`src/assert_macros.svh`:
```
// Assertion macros used by the top level RTL file of the warp mapper.
// No dependencies.
`ifndef ASSERT_MACROS_SVH
`define ASSERT_MACROS_SVH

// clocked check, held off while reset is asserted
`define ASSERT_CLK(label, prop, msg) \
    label: assert property (@(posedge i_clk) disable iff (!i_rst_n) prop) else $error(msg);

// clocked check that also runs during reset
`define ASSERT_ALWAYS(label, prop, msg) \
    label: assert property (@(posedge i_clk) prop) else $error(msg);

`endif

```
`src/pcwm_mul.sv`:
```
// Pipelined unsigned multiplier built from 32x32 limb products, three stages.
// No dependencies.
module pcwm_mul #(
    parameter int AW = 32,
    parameter int BW = 32
) (
    input  logic            i_clk,
    input  logic            i_en,
    input  logic [AW-1:0]   i_a,
    input  logic [BW-1:0]   i_b,
    output logic [AW+BW-1:0] o_p
);
    localparam int NA = (AW + 31) / 32;
    localparam int NB = (BW + 31) / 32;
    localparam int XW = NA * 32;
    localparam int YW = NB * 32;
    localparam int SW = XW + YW;
    localparam int PW = AW + BW;

    logic [XW-1:0] a_x;
    logic [YW-1:0] b_x;
    logic [63:0]   r_pp  [NA][NB];
    logic [SW-1:0] r_row [NA];
    logic [SW-1:0] n_row [NA];
    logic [SW-1:0] n_sum;
    logic [PW-1:0] r_p;

    assign a_x = XW'(i_a);
    assign b_x = YW'(i_b);

    always_comb begin
        for (int i = 0; i < NA; i++) begin
            n_row[i] = '0;
            for (int j = 0; j < NB; j++) begin
                n_row[i] = n_row[i] + (SW'(r_pp[i][j]) << (32 * j));
            end
        end
        n_sum = '0;
        for (int i = 0; i < NA; i++) begin
            n_sum = n_sum + (r_row[i] << (32 * i));
        end
    end

    always_ff @(posedge i_clk) begin
        if (i_en) begin
            for (int i = 0; i < NA; i++) begin
                for (int j = 0; j < NB; j++) begin
                    r_pp[i][j] <= 64'(a_x[32*i +: 32]) * 64'(b_x[32*j +: 32]);
                end
                r_row[i] <= n_row[i];
            end
            r_p <= n_sum[PW-1:0];
        end
    end

    assign o_p = r_p;
endmodule

```
`config.mk`:
```
export PLATFORM = sky130hd
export DESIGN_NAME = pcwm_mul
export DESIGN_NICKNAME = d
export VERILOG_FILES = /design/src/assert_macros.svh /design/src/pcwm_mul.sv
export SDC_FILE = /design/constraint.sdc
export NUM_CORES = 2
export LEC_CHECK = 0
export ABC_CLOCK_PERIOD_IN_PS = 11800
export BUFFER_PORTS_ARGS = -buffer_cell sky130_fd_sc_hd__buf_2
export CORE_UTILIZATION = 40
export CTS_BUF_LIST = sky130_fd_sc_hd__clkbuf_16
export DETAILED_ROUTE_END_ITERATION = 16
export PLACE_DENSITY = 0.6
export SYNTH_ARGS = -nofsm -noshare
export SYNTH_HDL_FRONTEND = slang
export SYNTH_SLANG_ARGS = --single-unit
```
`constraint.sdc`:
```
create_clock -name i_clk -period 11.8 [get_ports i_clk]
set_input_delay 1.77 -clock i_clk [delete_from_list [all_inputs] [get_ports i_clk]]
set_output_delay 1.77 -clock i_clk [all_outputs]
set_load 0.005 [all_outputs]
```
; After elaboration in Yosys (flattened, before gate mapping)
; Memories as Yosys holds them, arrays and structs flattened. A register that Yosys moved wholly into a read port is not among the register bits.
; Cells that the tools add are included.
[totals]
memories = 2
ram_bits = 128
latch_bits = 0
wordCells = 5
output_inout_bits = 64
register_bits = 0
rom_bits = 0
inputBits = 66
[memory_table]
columns = memory, words, word_bits, rd, rd_ports_with_merged_regs, wr, line_no
row1 = r_pp, 1, 64, 1, 0, 1, pcwm_mul.sv:22  ; logic [63:0] r_pp [NA][NB];
row2 = r_row, 1, 64, 1, 1, 1, pcwm_mul.sv:23  ; logic [SW-1:0] r_row [NA];
[classes]
order_cmp = 0
n_addsub = 0
n_bitwise = 0
multipliers = 1
mux = 2
reduce_logical = 0
shifts = 0
n_div = 0
n_eq_ne = 0
[op_table]
columns = cell, n
row1 = multiplier 32 x 32 -> 64 bit, 1
row2 = two-way mux 1 bit, 2

; Longest topological paths before layout
[depth]
word_depth = 2
depth_mapped = 30
depth_no_buf = 28

; Least setup slack after synthesis
; Ideal clock, no wire load.
[synth_timing]
path_kind = input to register
from = input port i_b[17]
to = memory r_pp[0][62] (netlist name) (data pin)
arrival_ns = 8.454
path_slack_ns = 3.085
path_buffers = 2
required_ns = 11.538
path_stages = 26
setup_ns = 0.262
path_cell_list = clkbuf_1 > and2_1 > fa_1 > inv_1 > fa_1 > inv_1 > fa_1 > inv_1 > fa_1 > inv_1 > fa_1 > fa_1 > fa_1 > fa_1 > ha_1 > buf_2 > a21oi_1 > o21ai_1 > a2111oi_0 > o21bai_1 > a221oi_1 > o221ai_1 > a311o_1 > a21oi_1 > o21ai_1 > xor2_1
[synth_between]
elab_chain_cells = 1
[synth_rtl]
columns = item, line_no
row1 = "start, declared", pcwm_mul.sv:10  ; input logic [BW-1:0] i_b,
row2 = multiplier 32 x 32 -> 64 bit, pcwm_mul.sv:48  ; r_pp[i][j] <= 64'(a_x[32*i +: 32]) * 64'(b_x[32*j +: 32]);
row3 = "end, declared", pcwm_mul.sv:22
; Every way passes these cells.

; Worst setup path after layout
[layout_timing]
from = input port i_a[17]
to = memory r_pp[0][60] (netlist name) (data pin)
[layout_between]
elab_chain_cells = 1
[layout_rtl]
columns = item, line_no
row1 = "start, declared", pcwm_mul.sv:9  ; input logic [AW-1:0] i_a,
row2 = multiplier 32 x 32 -> 64 bit, pcwm_mul.sv:48
; Every way passes these cells.

==> flow_summary.json <==
{
  "status": "complete, no violations",
  "ios": 130,
  "finish.utilization_pct": 42.60,
  "postCtsSetupRepairBufs": 0,
  "ctsResizeCount": 0,
  "vias": 25620,
  "cap_violations": 0,
  "firstDrtPassIters": 5,
  "synth-seq-cells": 192,
  "ys.flop_type": "edfxtp_1",
  "grt_max_degree": 108,
  "die_height_um": 314.6,
  "wl_per_cell_um": 20.03,
  "holdWs_ns": 0.4076,
  "clock_sinks": 192,
  "die_w_um": 314.6,
  "rows": 114,
  "setup_viol": 0,
  "drv_slew": 0,
  "pre_cts_slack_ns": 2.003,
  "crit_path_end_kind": "flop",
  "grt_setup_unrepaired": "no",
  "cts_max_level": 4,
  "syn_avg_cell_area_um2": 10.07,
  "cts_tree": "done",
  "viasPerCell": 5.017,
  "syn_inst": 3879,
  "grt_pass1_wl_um": 161100,
  "yosysWarnings": 0,
  "critical_path_class": "in2reg",
  "hold_path_class": "reg2reg",
  "ys_seq_area_share_pct": 14.75,
  "cts_buffer_depth": 2,
  "whs_path_depth": 0,
  "worstMarginPinSlew_ns": 1.010,
  "min_from": "r_pp[0][10]",
  "nets": 5042,
  "gp_congestion": 0.9141,
  "core_region_area_mm2": 0.09671,
  "async_reset_ff_share_pct": 0,
  "wl_um": 102300,
  "clk_pin_slew_worst_paths_ns": 0.08,
  "syn2layout_area_growth_pct": 5.427,
  "rrSetupSlack_ns": 11.12,
  "fin_worst_skew_ns": 0.01058,
  "cts-root-buf": "clkbuf_16",
  "worst-path-max-fanout": 32,
  "dpl.hpwl_um": 82030,
  "r2r_cells": 0,
  "cp.arrival_ns": 9.54,
  "cts_inserted_buffers": 17,
  "timing.rr.start": "r_pp[0][63]",
  "final.min_clock_period_ns": 9.358,
  "synth_nets": 5104,
  "grt-ovfl-total": 0,
  "synth_edf_count": 192,
  "drive_gt1_share_pct": 4.883,
  "ctsHoldBuffers": 0,
  "route.detailed.drc": 0,
  "syn_area_mm2": 0.03908,
  "finalHoldViolations": 0,
  "period_share_pct": 79.31,
  "drt_iter0_drc": 1804,
  "worstPathRequired_ns": 11.99,
  "track_usage_pct": 21.35,
  "dieArea_mm2": 0.09894,
  "antenna_found_initial": 7,
  "min_to": "r_row[0][10]",
  "clk_latency_ns": 0.43,
  "tns_ns": 0,
  "finalWorstSetupSlack_ns": 2.442,
  "fmax_mhz": 106.9,
  "ant_nets": 0,
  "synth_cell_types": 56,
  "io_buffers": 129,
  "critPathLaunchType": "input port",
  "grt_pass1_vias": 27342,
  "start_util_pct": 40.41,
  "slew_headroom_pct": 32.67,
  "r2r-end": "r_row[0][63]"
}
==> placed cells by master, fill, tap and decap left out, types with 9 or more instances in the layout <==
cell,count
and3_1,9
buf_2,128
o21ai_1,10
buf_4,14
nand2_1,468
ha_1,263
fa_1,896
clkbuf_16,17
and2_1,601
xnor2_1,37
nand4_1,24
xor2_1,26
inv_1,862
nand3_1,16
nor2_1,31
a21o_1,32
o21bai_1,14
edfxtp_1,192
a21oi_1,73
o21ai_0,30
a31oi_1,9
==> area by class of cell <==
cell class / instances / area, um2
timing repair buffer: 143 / 759.5
tap: 1276 / 1597
fill: 9430 / 55510
multi-input combinational: 2601 / 29210
antenna: 1 / 2.502
inverter: 862 / 3236
clock buffer: 17 / 425.4
sequential: 192 / 5766
clock inverter: 15 / 201.4
==> cells by family (layout without fill, tap and decap cells) <==
| kind of cell | Yosys count | after routing | synth area share, % |
|---|---|---|---|
| adders and majority gates | 1159 | 1159 | 54.32 |
| other | 0 | 1 | 0 |
| and+or+nand+nor | 1173 | 1173 | 15.56 |
| AOI/OAI and AO/OA | 206 | 206 | 3.458 |
| xor gates and xnor gates | 63 | 63 | 1.412 |
| buffers and inverters | 1086 | 1037 | 10.49 |
| DFF | 192 | 192 | 14.75 |
==> cell usage after synthesis (16+ instances only) <==
library cell / n / area, um2
xor2_1: 26 / 227.7
inv_1: 862 / 3236
nand3_1: 16 / 80.08
clkbuf_1: 211 / 792.0
a21o_1: 32 / 240.2
fa_1: 896 / 17940
nand4_1: 24 / 150.1
edfxtp_1: 192 / 5766
nor2_1: 31 / 116.4
a21oi_1: 73 / 365.4
xnor2_1: 37 / 324.1
and2_1: 601 / 3760
ha_1: 263 / 3291
nand2_1: 468 / 1757
o21ai_0: 30 / 150.1
==> stage by stage <==
stage	cells	instance area [um2]
after floorplan	3879	39080
after global placement	5074	40570
after detailed placement	5074	40570
after CTS	5106	41190
after global routing	5106	41190
final	5107	41200
==> registers in the layout, summed over array words and instances, names as in the netlist <==
name / flops
o_p: 64
r_row: 64
r_pp: 64
==> how the worst max path moves through the flow <==
stage,from,endpoint,slack [ns],cells past startpoint
floorplan,i_b[17],r_pp[0][62],3.08,26
global placement,i_a[18],r_pp[0][62],2.07,23
detailed placement,i_a[20],r_pp[0][62],2.00,23
CTS,i_b[9],r_pp[0][60],2.47,22
global route,i_a[28],r_pp[0][60],2.12,25
finish,i_a[17],r_pp[0][60],2.44,22
==> critical path, stage by stage <==
cell      delay [ns]
buf_2           0.57
and2_1          0.25
fa_1            0.45
fa_1            0.56
inv_1           0.06
fa_1            0.49
fa_1            0.51
inv_1           0.06
fa_1            0.56
fa_1            0.44
fa_1            0.52
fa_1            0.41
ha_1            0.47
nand4_1         0.31
or3b_1          0.48
a21oi_1         0.27
a311oi_4        0.12
o311ai_4        0.40
a41oi_1         0.21
and3_1          0.24
o31ai_2         0.25
xor2_1          0.10
==> per-layer routing <==
layer	wire, um	vias to the layer above	part of all wire (%)	global-route usage [%]
met5	46	-	0.045	0
met4	1545	8	1.5	3.883
met3	6752	89	6.6	3.610
met2	50060	692	49	35.93
met1	43900	13556	43	29.14
li1	-	11275	-	-
Power is left out: the tool's default activity adds up to more than one toggle a clock period on the data nets, which glitch-free logic cannot reach.
